<file path="config.mk">
export PLATFORM = sky130hd
export DESIGN_NAME = square_tone_beeper_core
export DESIGN_NICKNAME = d
export VERILOG_FILES = /design/src/design/stb_pkg.sv /design/src/design/stb_tone_setup.sv /design/src/design/square_tone_beeper_core.sv
export SDC_FILE = /design/constraint.sdc
export NUM_CORES = 1
export LEC_CHECK = 0
export ABC_AREA = 1
export BUFFER_PORTS_ARGS = -buffer_cell sky130_fd_sc_hd__clkbuf_2
export CORE_MARGIN = 4
export CORE_UTILIZATION = 25
export DETAILED_ROUTE_END_ITERATION = 7
export REMOVE_ABC_BUFFERS = 1
export SKIP_CTS_REPAIR_TIMING = 1
export SLEW_MARGIN = 25
export SYNTH_ARGS = -nofsm -noshare
export SYNTH_HDL_FRONTEND = slang
export SYNTH_SLANG_ARGS = --single-unit
</file>
<file path="constraint.sdc">
create_clock -name clk -period 4.8 [get_ports clk]
set_clock_uncertainty 0.2 [all_clocks]
set_input_delay 0.48 -clock clk [delete_from_list [all_inputs] [get_ports clk]]
set_output_delay 0.48 -clock clk [all_outputs]
set_load 0.005 [all_outputs]
</file>
<file path="src/design/stb_pkg.sv">
// Shared types, constants and preset tables for the square-wave tone beeper.
package stb_pkg;

    // Request codes carried in the input word's tuser field.
    typedef enum logic [2:0] {
        REQ_PLAY_TONE   = 3'd0,
        REQ_PLAY_EFFECT = 3'd1,
        REQ_PLAY_TEST   = 3'd2,
        REQ_STOP        = 3'd3,
        REQ_TICK        = 3'd4
    } req_t;

    localparam int ReqWidth      = 3;
    localparam int FreqWidth     = 16;
    localparam int DurWidth      = 16;
    localparam int EffectWidth   = 8;
    localparam int AmpWidth      = 15;
    localparam int SampleWidth   = 16;
    localparam int PhaseWidth    = 32;
    localparam int CountWidth    = 21;
    localparam int FracWidth     = 15;

    localparam logic [AmpWidth-1:0] AmpReset = 15'd12000;

    // Default and preset tone settings.
    localparam logic [FreqWidth-1:0] DefaultFreqHz  = 16'd880;
    localparam logic [DurWidth-1:0]  DefaultDurMs   = 16'd1000;
    localparam logic [DurWidth-1:0]  UnknownDurMs   = 16'd120;
    localparam logic [DurWidth-1:0]  TestDurMs      = 16'd1200;

    // The phase step is freq * FullScale / SampleRateHz. It is split into an
    // integer multiple of freq and a fractional part that is found by a
    // reciprocal multiply, exact for every 16-bit frequency.
    localparam longint unsigned FullScale    = 64'hFFFF_FFFF;
    localparam longint unsigned SampleRateHz = 64'd16000;
    localparam int              FracShift    = 28;
    localparam int              IntMulWidth  = 19;
    localparam int              FracMulWidth = 27;
    localparam logic [IntMulWidth-1:0] IncIntMul = IntMulWidth'(FullScale / SampleRateHz);
    localparam logic [FracMulWidth-1:0] IncFracMul =
        FracMulWidth'((((FullScale % SampleRateHz) << FracShift) + SampleRateHz - 64'd1)
                      / SampleRateHz);

    // Values handed from the command setup logic to the playback stage.
    typedef struct packed {
        logic [PhaseWidth-1:0] inc_int;
        logic [FracWidth-1:0]  inc_frac;
        logic [CountWidth-1:0] count;
    } stb_setup_t;

    typedef struct packed {
        logic [FreqWidth-1:0] freq;
        logic [DurWidth-1:0]  dur;
    } tone_pair_t;

    // Preset sound effects; any unknown id plays the default pitch briefly.
    function automatic tone_pair_t effect_tone(input logic [EffectWidth-1:0] id);
        tone_pair_t pair;
        unique case (id)
            8'd0:    pair = '{freq: 16'd1000, dur: 16'd120};
            8'd1:    pair = '{freq: 16'd600,  dur: 16'd120};
            8'd2:    pair = '{freq: 16'd1400, dur: 16'd100};
            8'd3:    pair = '{freq: 16'd500,  dur: 16'd140};
            8'd4:    pair = '{freq: 16'd1200, dur: 16'd90};
            8'd5:    pair = '{freq: 16'd350,  dur: 16'd180};
            default: pair = '{freq: DefaultFreqHz, dur: UnknownDurMs};
        endcase
        return pair;
    endfunction

endpackage

</file>
<file path="src/design/stb_tone_setup.sv">
// Command decode: picks the tone for a play request and works out its phase step and length.
module stb_tone_setup
    import stb_pkg::*;
(
    input  logic [ReqWidth-1:0]    req,
    input  logic [FreqWidth-1:0]   freq_hz,
    input  logic [DurWidth-1:0]    dur_ms,
    input  logic [EffectWidth-1:0] effect_id,
    output stb_setup_t             setup
);

    tone_pair_t                          pair;
    logic [FreqWidth+IntMulWidth-1:0]    int_prod;
    logic [FreqWidth+FracMulWidth-1:0]   frac_prod;

    // Select the frequency and duration that the request plays.
    always_comb
    begin
        case (req)
            REQ_PLAY_EFFECT: pair = effect_tone(effect_id);
            REQ_PLAY_TEST:   pair = '{freq: DefaultFreqHz, dur: TestDurMs};
            default:
            begin
                pair.freq = (freq_hz == '0) ? DefaultFreqHz : freq_hz;
                pair.dur  = (dur_ms == '0) ? DefaultDurMs : dur_ms;
            end
        endcase
    end

    // Integer and fractional parts of the phase step; the sum is formed downstream.
    assign int_prod  = (FreqWidth+IntMulWidth)'(pair.freq)
                     * (FreqWidth+IntMulWidth)'(IncIntMul);
    assign frac_prod = (FreqWidth+FracMulWidth)'(pair.freq)
                     * (FreqWidth+FracMulWidth)'(IncFracMul);

    // Sixteen samples per millisecond at the fixed sample rate.
    assign setup.inc_int  = int_prod[PhaseWidth-1:0];
    assign setup.inc_frac = frac_prod[FracShift +: FracWidth];
    assign setup.count    = CountWidth'({pair.dur, 4'b0000});

endmodule

</file>
<file path="src/design/square_tone_beeper_core.sv">
// Top level of the square-wave tone beeper: stream ports, playback state and result register.
//
// The beeper takes one word per clock cycle while the result register is free or being
// taken, and returns exactly one result word for each. A word is loaded into the input
// register at the edge that accepts it, and its result word is loaded into the result
// register once that is free or being taken, raising m_tvalid. Play, stop and sample-tick
// requests may follow each other in consecutive cycles; the phase accumulator and sample
// counter close their update loop through the playback state registers. A result word that
// waits for m_tready holds the output while the next word still enters the input register.
// The tone amplitude register may be written only while no words are in flight.
module square_tone_beeper_core
    import stb_pkg::*;
(
    input  logic                 clk,
    input  logic                 rst_n,
    input  logic                 s_tvalid,
    output logic                 s_tready,
    // [15:0] tone_freq_hz, [31:16] tone_duration_ms, [39:32] effect_id
    input  logic [39:0]          s_tdata,
    // [2:0] req_type
    input  logic [2:0]           s_tuser,
    output logic                 m_tvalid,
    input  logic                 m_tready,
    // [15:0] sample_value, [16] playing, [23:17] zero
    output logic [23:0]          m_tdata,
    // [0] sample_valid
    output logic [0:0]           m_tuser,
    input  logic                 cfg_wr_en,
    input  logic [AmpWidth-1:0]  cfg_wr_data
);

    stb_setup_t              setup;
    logic                    s1_valid_reg;
    logic [ReqWidth-1:0]     s1_req_reg;
    stb_setup_t              s1_setup_reg;
    logic                    advance;

    logic [AmpWidth-1:0]     amp_reg;
    logic                    tone_on_reg,   tone_on_next;
    logic [PhaseWidth-1:0]   phase_reg,     phase_next;
    logic [PhaseWidth-1:0]   inc_reg,       inc_next;
    logic [CountWidth-1:0]   samples_reg,   samples_next;

    logic                    m_tvalid_reg;
    logic [SampleWidth-1:0]  sample_reg,    sample_next;
    logic                    sample_valid_reg, sample_valid_next;
    logic                    playing_reg;
    logic [SampleWidth-1:0]  amp_ext;

    stb_tone_setup u_setup (
        .req       (s_tuser),
        .freq_hz   (s_tdata[15:0]),
        .dur_ms    (s_tdata[31:16]),
        .effect_id (s_tdata[39:32]),
        .setup     (setup)
    );

    // The input register moves on whenever the result register is free or being taken.
    assign advance  = s1_valid_reg && (!m_tvalid_reg || m_tready);
    assign s_tready = !s1_valid_reg || advance;

    // Input register.
    always_ff @(posedge clk or negedge rst_n)
    begin
        if (!rst_n)
        begin
            s1_valid_reg <= 1'b0;
        end
        else if (s_tready)
        begin
            s1_valid_reg <= s_tvalid;
        end
    end

    always_ff @(posedge clk)
    begin
        if (s_tvalid && s_tready)
        begin
            s1_req_reg   <= s_tuser;
            s1_setup_reg <= setup;
        end
    end

    // Amplitude register.
    always_ff @(posedge clk or negedge rst_n)
    begin
        if (!rst_n)
        begin
            amp_reg <= AmpReset;
        end
        else if (cfg_wr_en)
        begin
            amp_reg <= cfg_wr_data;
        end
    end

    assign amp_ext = SampleWidth'(amp_reg);

    // Playback step for the word in the input register.
    always_comb
    begin
        tone_on_next      = tone_on_reg;
        phase_next        = phase_reg;
        inc_next          = inc_reg;
        samples_next      = samples_reg;
        sample_next       = '0;
        sample_valid_next = 1'b0;
        unique case (s1_req_reg) inside
            REQ_PLAY_TONE, REQ_PLAY_EFFECT, REQ_PLAY_TEST:
            begin
                inc_next     = s1_setup_reg.inc_int + PhaseWidth'(s1_setup_reg.inc_frac);
                phase_next   = '0;
                samples_next = s1_setup_reg.count;
                tone_on_next = (s1_setup_reg.count != '0);
            end
            REQ_STOP:
            begin
                tone_on_next = 1'b0;
                phase_next   = '0;
                inc_next     = '0;
                samples_next = '0;
            end
            REQ_TICK:
            begin
                if (tone_on_reg && (samples_reg != '0))
                begin
                    phase_next        = phase_reg + inc_reg;
                    sample_next       = phase_next[PhaseWidth-1] ? amp_ext
                                                                 : SampleWidth'('0 - amp_ext);
                    sample_valid_next = 1'b1;
                    samples_next      = samples_reg - CountWidth'(1);
                    tone_on_next      = (samples_next != '0);
                end
            end
            default:
            begin
            end
        endcase
    end

    // Playback state.
    always_ff @(posedge clk or negedge rst_n)
    begin
        if (!rst_n)
        begin
            tone_on_reg <= 1'b0;
            phase_reg   <= '0;
            inc_reg     <= '0;
            samples_reg <= '0;
        end
        else if (advance)
        begin
            tone_on_reg <= tone_on_next;
            phase_reg   <= phase_next;
            inc_reg     <= inc_next;
            samples_reg <= samples_next;
        end
    end

    // Result register.
    always_ff @(posedge clk or negedge rst_n)
    begin
        if (!rst_n)
        begin
            m_tvalid_reg <= 1'b0;
        end
        else if (advance)
        begin
            m_tvalid_reg <= 1'b1;
        end
        else if (m_tready)
        begin
            m_tvalid_reg <= 1'b0;
        end
    end

    always_ff @(posedge clk)
    begin
        if (advance)
        begin
            sample_reg       <= sample_next;
            sample_valid_reg <= sample_valid_next;
            playing_reg      <= tone_on_next;
        end
    end

    assign m_tvalid = m_tvalid_reg;
    assign m_tdata  = {7'b0, playing_reg, sample_reg};
    assign m_tuser  = sample_valid_reg;

endmodule
</file>
==> flow_summary.toml, run 1 <==
[outcome]
outcome = "complete, but fails checks"
failed_checks = "negative setup slack"

[critical_path]
endpoint_kind = "flop"
path_class = "in -> reg"
cp-start-kind = "primary input"
critPathArrivalTime_ns = 6.21
cp_max_fo = 3
cp_data_required_time_ns = 4.80

[grt]
grt_max_degree = 70
grt_use_total_pct = 14.4
grt_pass1_wl_mm = 108
grt_pass1_vias = 19791
antenna_found_initial = 5
top_usage_layer = "met2"
use_met3_pct = 1.81
met2_usage_pct = 24.2
use_met1_pct = 19.7
grt_overflow_total = 0

[synthesis]
synth_top_cell_by_area = "ha_1"
synth_area_leaders = "ha_1 (20%), fa_1 (16%), edfxtp_1 (11%)"
ys_seq_area_share_pct = 22.6
yosys.area_share.simple_pct = 17.6
synth_cells = 2736
synth-edff-count = 84
synth_area_per_cell_um2 = 8.25
yosysTopAreaCellShare_pct = 19.5
synth.area.mux_share_pct = 0.299
ys.flop_type = "dfrtp_1"
netlist_area_um2 = 22600
synth_seq_cells = 187
synth_top_family_by_area = "adder cells"
ys.warnings.count = 0
async_reset_ff_share_pct = 55.1
synthXorXnorAreaFrac_pct = 3.10
synth_cell_types = 53
synth_compound_area_share_pct = 11.2
synth_fa_ha_area_share_pct = 35.9

[placement]
dp_hpwl_mm = 59.0
gp_congestion = 0.897
io_buffers = 82
dp_worst_setup_slack_ns = -2.24

[timing]
setup_tns_ns = -37.93
worst_slack_ns = -1.41
finalCriticalPeriod_ns = 6.21
worst_pin_slew_ns = 0.691
slew_violations = 0
finalHoldViolations = 0
fmax_ghz = 0.161
period_share_pct = 129
setup_viol = 39
rsz0062_at_grt = "true"
relSlewSlack_pct = 53.9

[detailed_routing]
drt_iter0_markers = 1443
via_count = 19872
viasPerCell = 4.56
wl_per_cell_um = 16.0
drt-pass1-iter-count = 5
drtAntennaViolNets = 0
routed_wirelength_mm = 69.8
drc_errors = 0

[clock_tree]
cts-root-buf = "clkbuf_16"
clock-sinks = 187
cts_buffer_depth = 2
numCtsBuffers = 17
tritoncts = "done"
clock_latency_ns = 0.46
clkSlewWorstSetupHoldPaths_ns = 0.08
htreeDepth = 4

[die]
coreArea_um2 = 89100
initial_core_util_pct = 25.4
die_w_um = 309
die_h_um = 309
io_pins = 90
die_area_um2 = 95200
rows = 109

[layout]
fillers = 9272
final_common_cell = "inv_1"
area_growth_pct = 28.1
seq_area_um2 = 5110
final_cell_mix = "inv_1 (468), nand2_1 (453), buf_4 (352), ha_1 (313), nor2_1 (183)"
utilization_pct = 32.5
drive_gt1_share_pct = 23.9
multi_input_area_um2 = 16500
largest_register_ffs = 63
nets = 3778

[flow_run]
drv_cap = 0

[hold_path]
hold_path.class = "in -> reg"
==> cell families after synthesis <==
kind of cell	count (synthesis)
AND/OR/NAND/NOR	940
adder cells (fa/ha/maj)	537
buffers and inverters	536
AO/OA/AOI/OAI	449
flip-flops	187
XOR/XNOR	80
multiplexers	6
other	1
==> metal layers <==
layer / wire (um) / part of all wire [%] / vias up
met2: 33200 / 48 / 405
li1: - / - / 9888
met3: 2660 / 3.8 / 72
met4: 1330 / 1.9 / 0
met5: 0 / 0 / -
met1: 32600 / 47 / 9507
==> synthesized netlist by cell type, types with 14 or more instances <==
cell      number
fa_1         185
a31oi_1       17
clkbuf_1      16
xor2_1        62
nor2_1       233
a21o_1        19
o21ai_0      156
nand2_2       15
nand2_1      477
inv_1        497
dfrtp_1       96
nor4_1        16
edfxtp_1      84
nand4_1       41
xnor2_1       18
ha_1         352
a21oi_1      167
o22ai_1       14
nand3_1       99
nor3_1        36
==> layout make-up <==
class | count | area share, %
multi-input cells | 2019 | 57.2
flip-flops and latches | 187 | 17.7
repair buffers | 454 | 11.4
inverters | 499 | 6.49
well taps | 1165 | 5.04
clock buffers | 19 | 1.50
clock inverters | 13 | 0.692
diodes | 5 | 0.0432
==> through the flow <==
stage	area, um^2	hold WS [ns]	std cells
2_1_floorplan	22400	-0.0156	2705
3_3_place_gp	26900	0.268	4299
3_5_place_dp	26900	0.277	4299
4_1_cts	27500	-0.0275	4331
5_1_grt	28900	0.0218	4361
6_report	28900	0.0263	4361
==> final timing paths <==
kind	start	end	slack (ns)	cells after the start
max in group asynchronous	rst_n	inc_reg[1]	3.06	3
worst min-delay path	cfg_wr_data[7]	amp_reg[7]	0.03	3
worst max register to register	samples_reg[0]	phase_reg[2]	1.85	12
worst max-delay path	s_tdata[37]	s1_setup_reg[32]	-1.41	28
worst min register to register	phase_reg[0]	phase_reg[0]	0.29	2
min in group asynchronous	rst_n	phase_reg[30]	0.42	2
==> worst max-delay path: stages <==
cell and delay, ns:
buf_6 0.10, nor2_4 0.09, nand4_1 0.17, nor2_2 0.19, inv_2 0.08, nor2_4 0.12
nor2_2 0.05, nor3_2 0.27, a21oi_1 0.07, buf_4 0.18, fa_1 0.60, inv_2 0.06
ha_2 0.30, inv_1 0.05, fa_1 0.50, inv_1 0.05, fa_2 0.43, fa_1 0.60
fa_2 0.50, ha_4 0.32, nand2_1 0.07, inv_1 0.09, nand2_1 0.09, nor3_2 0.17
nand3_1 0.16, nand2_2 0.16, a21oi_2 0.08, xor2_1 0.17
Power of run 1 is not shown: default switching activity piles up to over one toggle a cycle in this logic, so the estimate is an artifact.
==> run 2: changes to the inputs <==
--- a/config.mk
+++ b/config.mk
@@ -6,10 +6,11 @@
 export NUM_CORES = 1
 export LEC_CHECK = 0
 export ABC_AREA = 1
-export BUFFER_PORTS_ARGS = -buffer_cell sky130_fd_sc_hd__clkbuf_2
+export CORE_ASPECT_RATIO = 1.2
 export CORE_MARGIN = 4
 export CORE_UTILIZATION = 25
 export DETAILED_ROUTE_END_ITERATION = 7
+export DONT_BUFFER_PORTS = 1
 export REMOVE_ABC_BUFFERS = 1
 export SKIP_CTS_REPAIR_TIMING = 1
 export SLEW_MARGIN = 25
==> run 2 against run 1 <==
  * The flow still finishes with violations (negative setup slack)
  * Wire length decreased by 4.1%
  * Register-to-register slack got worse by 0.09 ns
  * Via count decreased by 2.6%
  * Worst setup slack improved by 0.16 ns
  * Final cell count decreased by 2.2%
  * Clock-buffer cell count increased by 5
  * Largest cell class unchanged
  * Highest routed layer is now met5
==> flow_summary.toml, run 2 (synthesis gave the netlist of run 1 again) <==
[critical_path]
crit_top_cell = "fa_1"
critPathArrivalTime_ns = 6.05
cp_data_required_time_ns = 4.80
endpoint_kind = "flop"
slowest_stage = "fa_2"
path_class = "in -> reg"
cp_max_fo = 4
cp_slowest_stage_delay_ns = 0.58
cp-start-kind = "primary input"

[grt]
use_met1_pct = 17.6
grt_max_degree = 104
top_usage_layer = "met2"
grt_pass1_wl_mm = 104
grt_overflow_total = 0
use_met3_pct = 2.00
antenna_found_initial = 1
grt_pass1_vias = 19518
met2_usage_pct = 24.2
grt_use_total_pct = 13.8

[outcome]
outcome = "complete, but fails checks"
failed_checks = "negative setup slack"

[placement]
gp_congestion = 0.959
io_buffers = 0
dp_hpwl_mm = 56.8
place_inst = 4196

[timing]
period_share_pct = 126
finalCriticalPeriod_ns = 6.05
slew_violations = 0
relSlewSlack_pct = 34.9
worst_pin_slew_ns = 0.976
worst_slack_ns = -1.25
fmax_ghz = 0.165
setup_viol = 39
finalHoldViolations = 0
rsz0062_at_grt = "true"

[clock_tree]
htreeDepth = 4
clock_latency_ns = 0.46
cts-root-buf = "clkbuf_16"
tritoncts = "done"
clock-sinks = 187
clkSlewWorstSetupHoldPaths_ns = 0.07
numCtsBuffers = 17
cts_buffer_depth = 2

[die]
die_area_um2 = 95200
rows = 120
coreArea_um2 = 89500
die_w_um = 282
die_h_um = 337
initial_core_util_pct = 25.2
io_pins = 90

[detailed_routing]
drt_iter0_markers = 980
drt-pass1-iter-count = 5
viasPerCell = 4.54
drc_errors = 0
drtAntennaViolNets = 0
wl_per_cell_um = 15.7
via_count = 19357
routed_wirelength_mm = 67.0

[hold_path]
hold_path.class = "in -> reg"

[layout]
num_antenna_cells = 0
nets = 3695
fin_cells = 4267
largest_register_ffs = 63
fillers = 9468
final_common_cell = "inv_1"
final_cell_mix = "inv_1 (472), nand2_1 (447), buf_4 (340), ha_1 (309), nor2_1 (190)"
drive_gt1_share_pct = 21.8
area_growth_pct = 26.6

[flow_run]
drv_cap = 0
-- run 2: cell types whose count changed in the layout (fill, tap and decap cells not counted), moves of 6 or more --
cell,change
a21oi_2,+8
ha_2,+6
buf_4,-12
nand2_1,-6
nor2_1,+7
clkbuf_2,-79
buf_6,-10
dlygate4sd3_1,+19
a21oi_1,-9
-- run 2: final cells by class --
class                           count  area, um^2  share of cell area (%)
Inverter                          499        1880                    6.57
Sequential cell                   187        5110                    17.9
Multi-Input combinational cell   2019       16600                    58.1
Timing Repair Buffer              371        2900                    10.2
Clock inverter                      8        87.6                   0.306
Clock buffer                       24         548                    1.92
Tap cell                         1159        1450                    5.07
-- run 2: path summary, 6_finish.rpt --
check | from | end | slack (ns) | cells after the start
setup / recovery | s_tdata[38] | s1_setup_reg[23] | -1.25 | 28
hold / removal | m_tready | m_tvalid | 0.004 | 3
setup reg to reg | m_tvalid | inc_reg[30] | 1.76 | 9
hold reg to reg | inc_reg[17] | inc_reg[17] | 0.29 | 2
max in group asynchronous | rst_n | phase_reg[18] | 3.56 | 2
min in group asynchronous | rst_n | amp_reg[14] | 0.37 | 2
-- run 2: routing by layer --
layer,part of all wire [%],vias to the layer above
met2,49,342
li1,-,9684
met1,43,9229
met4,3.2,2
met3,4.0,100
met5,0.019,-
-- run 2: through the flow --
stage                     TNS [ns]  hold WS, ns  worst slack [ns]  util [%]  area, um^2
after CTS                   -46.06       -0.516             -1.59      30.2       27000
final                       -33.65      0.00368             -1.25      31.9       28600
after global placement      -62.05      -0.0129             -2.04      29.4       26300
after floorplan             -75.87      -0.0156             -2.49         -       22400
after global routing        -41.62       0.0334             -1.46      31.9       28600
after detailed placement    -64.90      -0.0121             -2.07      29.4       26300
-- run 2: worst max-delay path, delay by kind of cell --
kind                     cells  cell delay [ns]
XOR/XNOR                     1             0.08
AND/OR/NAND/NOR              9             0.97
AO/OA/AOI/OAI                5             0.87
buffers and inverters        6             0.63
adder cells (fa/ha/maj)      7             3.00
Power of run 2 is left out for the same reason.
